## config.mk

```make
export PLATFORM = sky130hd
export DESIGN_NAME = base64url_decoder
export DESIGN_NICKNAME = d
export VERILOG_FILES = /design/src/design/b64d_pkg.sv /design/src/design/b64d_decode.sv /design/src/design/base64url_decoder.sv
export SDC_FILE = /design/constraint.sdc
export NUM_CORES = 1
export LEC_CHECK = 0
export BUFFER_PORTS_ARGS = -buffer_cell sky130_fd_sc_hd__buf_2
export CORE_MARGIN = 4
export CORE_UTILIZATION = 58
export DETAILED_ROUTE_END_ITERATION = 10
export PLACE_DENSITY_LB_ADDON = 0.3
export SYNTH_ARGS = -nofsm -noshare
export SYNTH_HDL_FRONTEND = slang
export SYNTH_SLANG_ARGS = --single-unit
export TNS_END_PERCENT = 20
```

## constraint.sdc

```tcl
create_clock -name aclk -period 3.47 [get_ports aclk]
set_input_delay 0.694 -clock aclk [delete_from_list [all_inputs] [get_ports aclk]]
set_output_delay 0.694 -clock aclk [all_outputs]
set_load 0.01 [all_outputs]
```

## src/design/b64d_pkg.sv

```systemverilog
// ----------------------------------------------------------------------------
// b64d_pkg
// Shared types, codes and the character map of the base64 / base64url decoder.
// ----------------------------------------------------------------------------
package b64d_pkg;

    // Character code: 0..63 sextet value, then pad and foreign
    localparam logic [6:0] CODE_PAD = 7'd64;
    localparam logic [6:0] CODE_BAD = 7'd65;

    localparam logic [7:0] CHAR_PAD   = 8'h3D; // '='
    localparam logic [7:0] CHAR_PLUS  = 8'h2B; // '+'
    localparam logic [7:0] CHAR_MINUS = 8'h2D; // '-'
    localparam logic [7:0] CHAR_SLASH = 8'h2F; // '/'
    localparam logic [7:0] CHAR_UNDER = 8'h5F; // '_'

    localparam logic [1:0] POS_FIRST  = 2'd0;
    localparam logic [1:0] POS_SECOND = 2'd1;
    localparam logic [1:0] POS_THIRD  = 2'd2;
    localparam logic [1:0] POS_FOURTH = 2'd3;

    typedef struct packed {
        logic [7:0] in_char;
        logic       last_char;
    } b64d_in_t;

    typedef struct packed {
        logic [7:0] out_byte;
        logic       byte_valid;
        logic       string_done;
        logic       decode_error;
    } b64d_out_t;

    // Results that one character produces
    typedef struct packed {
        logic       byte_ok;
        logic [7:0] byte_val;
        logic       end_ok;
        logic       err;
    } b64d_res_t;

    function automatic logic [6:0] b64d_classify(input logic [7:0] c);
        logic [6:0] code;
        code = CODE_BAD;
        if (c inside {[8'h41:8'h5A]}) begin
            code = 7'(c - 8'h41);
        end else if (c inside {[8'h61:8'h7A]}) begin
            code = 7'(c - 8'h61 + 8'd26);
        end else if (c inside {[8'h30:8'h39]}) begin
            code = 7'(c - 8'h30 + 8'd52);
        end else if (c inside {CHAR_PLUS, CHAR_MINUS}) begin
            code = 7'd62;
        end else if (c inside {CHAR_SLASH, CHAR_UNDER}) begin
            code = 7'd63;
        end else if (c == CHAR_PAD) begin
            code = CODE_PAD;
        end
        return code;
    endfunction

endpackage

```

## src/design/b64d_decode.sv

```systemverilog
// ----------------------------------------------------------------------------
// b64d_decode
// Group state and per-character decode: maps one character, assembles the
// byte it completes and tracks position, pad and sticky error per string.
// ----------------------------------------------------------------------------
module b64d_decode (
    input  logic                aclk,
    input  logic                aresetn,
    input  b64d_pkg::b64d_in_t  item,
    input  logic                take,
    output b64d_pkg::b64d_res_t res
);
    import b64d_pkg::*;

    logic [1:0] pos_reg,   pos_next;
    logic [5:0] prev_reg,  prev_next;
    logic       third_pad_reg, third_pad_next;
    logic       err_reg,   err_next;

    logic [6:0] code;
    logic [5:0] v;
    logic       is_pad;
    logic       is_bad;
    logic       err_now;
    logic       have_byte;
    logic [7:0] byte_val;

    always_comb begin
        code      = b64d_classify(item.in_char);
        is_pad    = (code == CODE_PAD);
        is_bad    = (code == CODE_BAD);
        v         = code[6] ? 6'd0 : code[5:0];
        err_now   = err_reg | is_bad |
                    (is_pad & (pos_reg inside {POS_FIRST, POS_SECOND}));
        have_byte = 1'b0;
        byte_val  = 8'd0;
        third_pad_next = third_pad_reg;
        case (pos_reg)
            POS_SECOND: begin
                byte_val  = {prev_reg, v[5:4]};
                have_byte = !is_pad;
            end
            POS_THIRD: begin
                byte_val  = {prev_reg[3:0], v[5:2]};
                have_byte = !is_pad;
                if (is_pad) begin
                    third_pad_next = 1'b1;
                end
            end
            POS_FOURTH: begin
                byte_val       = {prev_reg[1:0], v};
                have_byte      = !third_pad_reg && !is_pad;
                third_pad_next = 1'b0;
            end
            default: begin
            end
        endcase

        res.byte_ok  = have_byte & !err_now;
        res.byte_val = byte_val;
        res.end_ok   = item.last_char;
        // lone final character is an error too
        res.err      = err_now | (pos_reg == POS_FIRST);

        pos_next  = pos_reg;
        prev_next = prev_reg;
        err_next  = err_reg;
        if (take) begin
            if (item.last_char) begin
                pos_next       = POS_FIRST;
                prev_next      = 6'd0;
                third_pad_next = 1'b0;
                err_next       = 1'b0;
            end else begin
                pos_next  = pos_reg + 2'd1;
                prev_next = v;
                err_next  = err_now;
            end
        end else begin
            third_pad_next = third_pad_reg;
        end
    end

    always_ff @(posedge aclk) begin
        if (!aresetn) begin
            pos_reg       <= POS_FIRST;
            prev_reg      <= 6'd0;
            third_pad_reg <= 1'b0;
            err_reg       <= 1'b0;
        end else begin
            pos_reg       <= pos_next;
            prev_reg      <= prev_next;
            third_pad_reg <= third_pad_next;
            err_reg       <= err_next;
        end
    end

endmodule

```

## src/design/base64url_decoder.sv

```systemverilog
// ----------------------------------------------------------------------------
// base64url_decoder
// Streaming base64 / base64url decoder, one character per beat.
// ----------------------------------------------------------------------------
// One character is accepted per cycle into an input register while s_ready
// is high; the decode of that character and its group state update are
// combinational from the input register into the result register.
// A character yields at most one byte beat, and the last character of a
// string adds an end beat carrying the error flag. The result channel
// carries one beat per cycle while m_ready is high, so sustained rate is one
// character per cycle except on a string's last character that also completes
// a byte, which needs a second beat on the result port before the next moves.
module base64url_decoder (
    input  logic                aclk,
    input  logic                aresetn,
    input  logic                s_valid,
    output logic                s_ready,
    input  b64d_pkg::b64d_in_t  s_data,
    output logic                m_valid,
    input  logic                m_ready,
    output b64d_pkg::b64d_out_t m_data
);
    import b64d_pkg::*;

    b64d_in_t   in_reg;
    logic       in_valid_reg, in_valid_next;
    logic       byte_pend_reg, byte_pend_next;
    logic       end_pend_reg,  end_pend_next;
    logic [7:0] byte_reg;
    logic       err_reg;
    logic       res_free;
    logic       move;
    b64d_res_t  res;

    b64d_decode u_decode (
        .aclk    (aclk),
        .aresetn (aresetn),
        .item    (in_reg),
        .take    (move),
        .res     (res)
    );

    always_comb begin
        m_valid = byte_pend_reg | end_pend_reg;
        if (byte_pend_reg) begin
            m_data = '{out_byte: byte_reg, byte_valid: 1'b1,
                       string_done: 1'b0, decode_error: 1'b0};
        end else begin
            m_data = '{out_byte: 8'd0, byte_valid: 1'b0,
                       string_done: 1'b1, decode_error: err_reg};
        end
        // result stage frees up when at most its final beat leaves now
        res_free = !m_valid || (m_ready && !(byte_pend_reg && end_pend_reg));
        move     = in_valid_reg && res_free;
        s_ready  = !in_valid_reg || move;

        in_valid_next = in_valid_reg;
        if (s_valid && s_ready) begin
            in_valid_next = 1'b1;
        end else if (move) begin
            in_valid_next = 1'b0;
        end

        byte_pend_next = byte_pend_reg;
        end_pend_next  = end_pend_reg;
        if (move) begin
            byte_pend_next = res.byte_ok;
            end_pend_next  = res.end_ok;
        end else if (m_valid && m_ready) begin
            // drop the beat just taken: byte goes first
            if (byte_pend_reg) begin
                byte_pend_next = 1'b0;
            end else begin
                end_pend_next = 1'b0;
            end
        end
    end

    always_ff @(posedge aclk) begin
        if (!aresetn) begin
            in_valid_reg  <= 1'b0;
            byte_pend_reg <= 1'b0;
            end_pend_reg  <= 1'b0;
        end else begin
            in_valid_reg  <= in_valid_next;
            byte_pend_reg <= byte_pend_next;
            end_pend_reg  <= end_pend_next;
        end
    end

    always_ff @(posedge aclk) begin
        if (s_valid && s_ready) begin
            in_reg <= s_data;
        end
        if (move) begin
            byte_reg <= res.byte_val;
            err_reg  <= res.err;
        end
    end

    a_beat_kind: assert property (@(posedge aclk) disable iff (!aresetn)
        m_valid |-> (m_data.byte_valid != m_data.string_done))
        else $error("result beat is neither a byte nor an end beat");

    a_err_on_end: assert property (@(posedge aclk) disable iff (!aresetn)
        (m_valid && m_data.decode_error) |-> m_data.string_done)
        else $error("error flag on a byte beat");

    a_stall_held: assert property (@(posedge aclk) disable iff (!aresetn)
        !s_ready |-> (in_valid_reg && m_valid))
        else $error("input stalled with no pending work");

    a_end_after_byte: assert property (@(posedge aclk) disable iff (!aresetn)
        (byte_pend_reg && end_pend_reg && m_ready) |=> (end_pend_reg && !byte_pend_reg))
        else $error("end beat lost behind its byte beat");

endmodule

```

==> run summary <==
* outcome: finished clean
* count of final max-slew check failures: 0
* max incr delay on CP: 0.57 ns
* Iteration-0 DRC Markers: 230
* total wirelength of the detailed-routed design: 5040 um
* Critical Path Most Common Cell: sky130_fd_sc_hd__inv_1
* Boundary Pins: 26
* CP cell instances: inv_1 -> ha_1 -> inv_1 -> o311ai_0 -> nor3b_1 -> a211oi_2 -> a222oi_1 -> nor2_1
* post-synthesis area per instance: 9.46 um2
* placement row count: 22
* largest area contributor in the netlist: sky130_fd_sc_hd__edfxtp_1
* I/O Buffers: 25
* total number of H-tree levels: 2
* die height: 69.9 um
* final standard cell utilization of the core: 66.5%
* wire length of the first global-routing pass: 8470 um
* number of sinks driven by the clock tree: 31
* layout net count: 281
* post-cts sizing count: 0
* maximum clock insertion buffer count: 2
* RSZ-0062 raised after global routing: false
* pin count of the biggest net entering global routing: 18
* flop and latch count out of synthesis: 31
* final critical-path required period: 2.98 ns
* unique cell type count in the Yosys netlist: 63
* fraction of final layout cells with drive strength greater than 1: 19.5%
* placeable core region: 3690 um2
* grt ovf: 0
* synthesized area: 2220 um2
* average via count per standard cell: 6.49
* number of cells produced by synthesis: 235
* Crit path required time: 3.50 ns
* Max FO, Critical Path: 10
* Critical Path Slowest Stage Cell: sky130_fd_sc_hd__nor3b_1
* actual slew at the worst max-slew pin: 0.798 ns
* clock transition at the register clock pins on the worst setup and hold paths after CTS: 0.07 ns
* ys flop type: sky130_fd_sc_hd__edfxtp_1
* type of the worst min-delay path: reg2reg
* flip-flop count of the largest register, all copies and words added: 9
* final design area excluding fillers: 2450 um2
* total CTS buffers: 5
* number of fill cells: 310
* buffer type at the clock tree root: sky130_fd_sc_hd__clkbuf_8
* critical path type: reg2reg
* leakage dissipation: 0.885 nW
* number of buffers inserted by post-CTS setup repair: 0
* all-layer global routing usage: 21.4%
* vias in the first global route: 1772
* Setup crit start kind: flip-flop
* die boundary width: 69.9 um
* antenna violations before repair: 0
* number of antenna cells inserted: 0
* setup-violating endpoint count in the final report: 0
* Initial Utilization: 60.2%
* first-pass detailed-route iteration total: 5
* area of the die: 4890 um2
* clock tree from TritonCTS: done
* setup clock skew after layout: 0.00288 ns
* share of flip-flops with an asynchronous set or reset: 0%
* area share of the largest cell type after synthesis: 24.3%
* headroom to the max-slew limit: 46.8%
* post-route clock period utilization: 85.9%
* total number of vias: 1974
* remaining number of nets flagged by the antenna check after routing: 0
* latest clock arrival within the worst-skew pair: 0.28 ns
* Post-Synthesis Net Count: 261
* highest clock frequency the design can meet: 335 MHz
* Setup crit end kind: flip-flop
* number of enable-type register cells in the synthesized netlist: 18
* total placed instance area: 2360 um2
* final weighted congestion in routability-driven placement: 1.00
* warning count from the yosys run: 0
* Area growth, synth to finish: 10.4%
* detailed-placement wirelength estimate: 3600 um
* setup TNS after final layout: 0 ns
* top cells by area in the synthesized netlist: sky130_fd_sc_hd__edfxtp_1, sky130_fd_sc_hd__dfxtp_1, sky130_fd_sc_hd__ha_1
* post-detailed-route DRC marker count: 0
* number of max-cap violations: 0
* Peak VDD IR: 0.243 mV
* total power divided by cell area: 338 nW/um2
* routed len/inst: 16.6 um
* endpoints failing hold: 0
* Post-CTS Hold Buffers: 0
* arrival time of the worst setup path: 3.01 ns
* portion of the post-synthesis area used by sequential elements: 36.0%
## power by group
group	internal (mW)	switching (mW)	leakage [nW]
Combinational	0.0436	0.0717	0.562
Sequential	0.402	0.0181	0.278
Clock	0.158	0.135	0.0449
Total	0.604	0.225	0.885
## layout by cell type (no fill, tap or decap), drive strengths merged, types with 7 or more instances in the layout
| master | netlist | final |
|---|---|---|
| o21ai | 7 | 7 |
| ha | 13 | 13 |
| o211ai | 11 | 11 |
| nand3 | 8 | 8 |
| nor2 | 9 | 9 |
| dfxtp | 13 | 13 |
| a21oi | 13 | 13 |
| inv | 12 | 12 |
| buf | 7 | 28 |
| nand2 | 23 | 23 |
| edfxtp | 18 | 18 |
| and2 | 10 | 10 |
## logic make-up (layout without fill, tap and decap cells)
family,Yosys count,in the layout,share of synthesized area (%)
compound gates,71,71,25.9
buf+inv,28,49,5.41
mux,1,1,0.450
flops,31,31,36.0
fa+ha+maj,13,13,7.32
xor+xnor,2,2,0.788
simple gates,89,89,24.1
## cells in the mapped netlist, types with 2 or more instances
cell type and n:
sky130_fd_sc_hd__nor4_1 2, sky130_fd_sc_hd__nand2b_1 2, sky130_fd_sc_hd__a32oi_1 4, sky130_fd_sc_hd__buf_2 3, sky130_fd_sc_hd__edfxtp_1 18, sky130_fd_sc_hd__xnor2_1 2, sky130_fd_sc_hd__o211ai_1 11, sky130_fd_sc_hd__nor2b_1 5
sky130_fd_sc_hd__dfxtp_1 13, sky130_fd_sc_hd__buf_1 2, sky130_fd_sc_hd__o211a_1 2, sky130_fd_sc_hd__clkbuf_1 8, sky130_fd_sc_hd__a211oi_2 2, sky130_fd_sc_hd__and3_1 5, sky130_fd_sc_hd__nor3_1 4, sky130_fd_sc_hd__nand2_1 23
sky130_fd_sc_hd__a21boi_1 4, sky130_fd_sc_hd__o21ai_0 4, sky130_fd_sc_hd__nand3_1 8, sky130_fd_sc_hd__a21oi_1 12, sky130_fd_sc_hd__nand4b_1 2, sky130_fd_sc_hd__a31oi_1 5, sky130_fd_sc_hd__nand3b_1 3, sky130_fd_sc_hd__o21ai_1 2
sky130_fd_sc_hd__a22oi_1 3, sky130_fd_sc_hd__nor3b_1 3, sky130_fd_sc_hd__o31ai_1 2, sky130_fd_sc_hd__nand4_1 3, sky130_fd_sc_hd__a222oi_1 3, sky130_fd_sc_hd__ha_1 13, sky130_fd_sc_hd__nor2_1 9, sky130_fd_sc_hd__and2_1 10
sky130_fd_sc_hd__inv_1 12, sky130_fd_sc_hd__a21boi_0 2
## metal layers
metal,share of wire (%),track usage [%],vias to the layer above,routed length (um)
met5,0,0,-,0
met4,3.3,10.4,0,166
met3,8.6,4.32,21,433
met2,44,30.7,118,2220
met1,44,30.6,903,2220
li1,-,-,932,-
## worst max-delay path, delay by kind of cell (launching register included)
family | cells | cell delay, ns
fa+ha+maj | 1 | 0.30
compound gates | 3 | 0.90
buf+inv | 2 | 0.35
simple gates | 2 | 0.65
flops | 1 | 0.53
## through the flow
stage | std cells | hold WS [ns] | worst slack (ns) | total power, mW
6_report | 304 | 0.463 | 0.488 | 0.829
5_1_grt | 304 | 0.474 | 0.285 | 0.871
4_1_cts | 304 | 0.458 | 0.566 | 0.837
3_5_place_dp | 296 | 0.448 | 0.606 | 0.540
3_3_place_gp | 296 | 0.441 | 0.636 | 0.540
2_1_floorplan | 235 | 0.430 | 0.762 | 0.508
## worst paths after layout
check	from	endpoint	slack [ns]	cells past startpoint
min	u_decode.prev_reg[5]	u_decode.prev_reg[5]	0.46	2
max reg2reg	in_reg[3]	byte_reg[4]	0.49	8
min reg2reg	u_decode.prev_reg[5]	u_decode.prev_reg[5]	0.46	2
max	in_reg[3]	byte_reg[4]	0.49	8
## cell type report
type | instances | area (um2) | share of cell area [%]
clock inverters | 2 | 11.3 | 0.459
multi-input cells | 176 | 1300 | 53.1
inverters | 13 | 48.8 | 1.99
clock buffers | 6 | 82.6 | 3.37
well taps | 48 | 60.1 | 2.45
flip-flops and latches | 31 | 801 | 32.7
repair buffers | 28 | 148 | 6.02
Power figures use the tool's default switching activity.
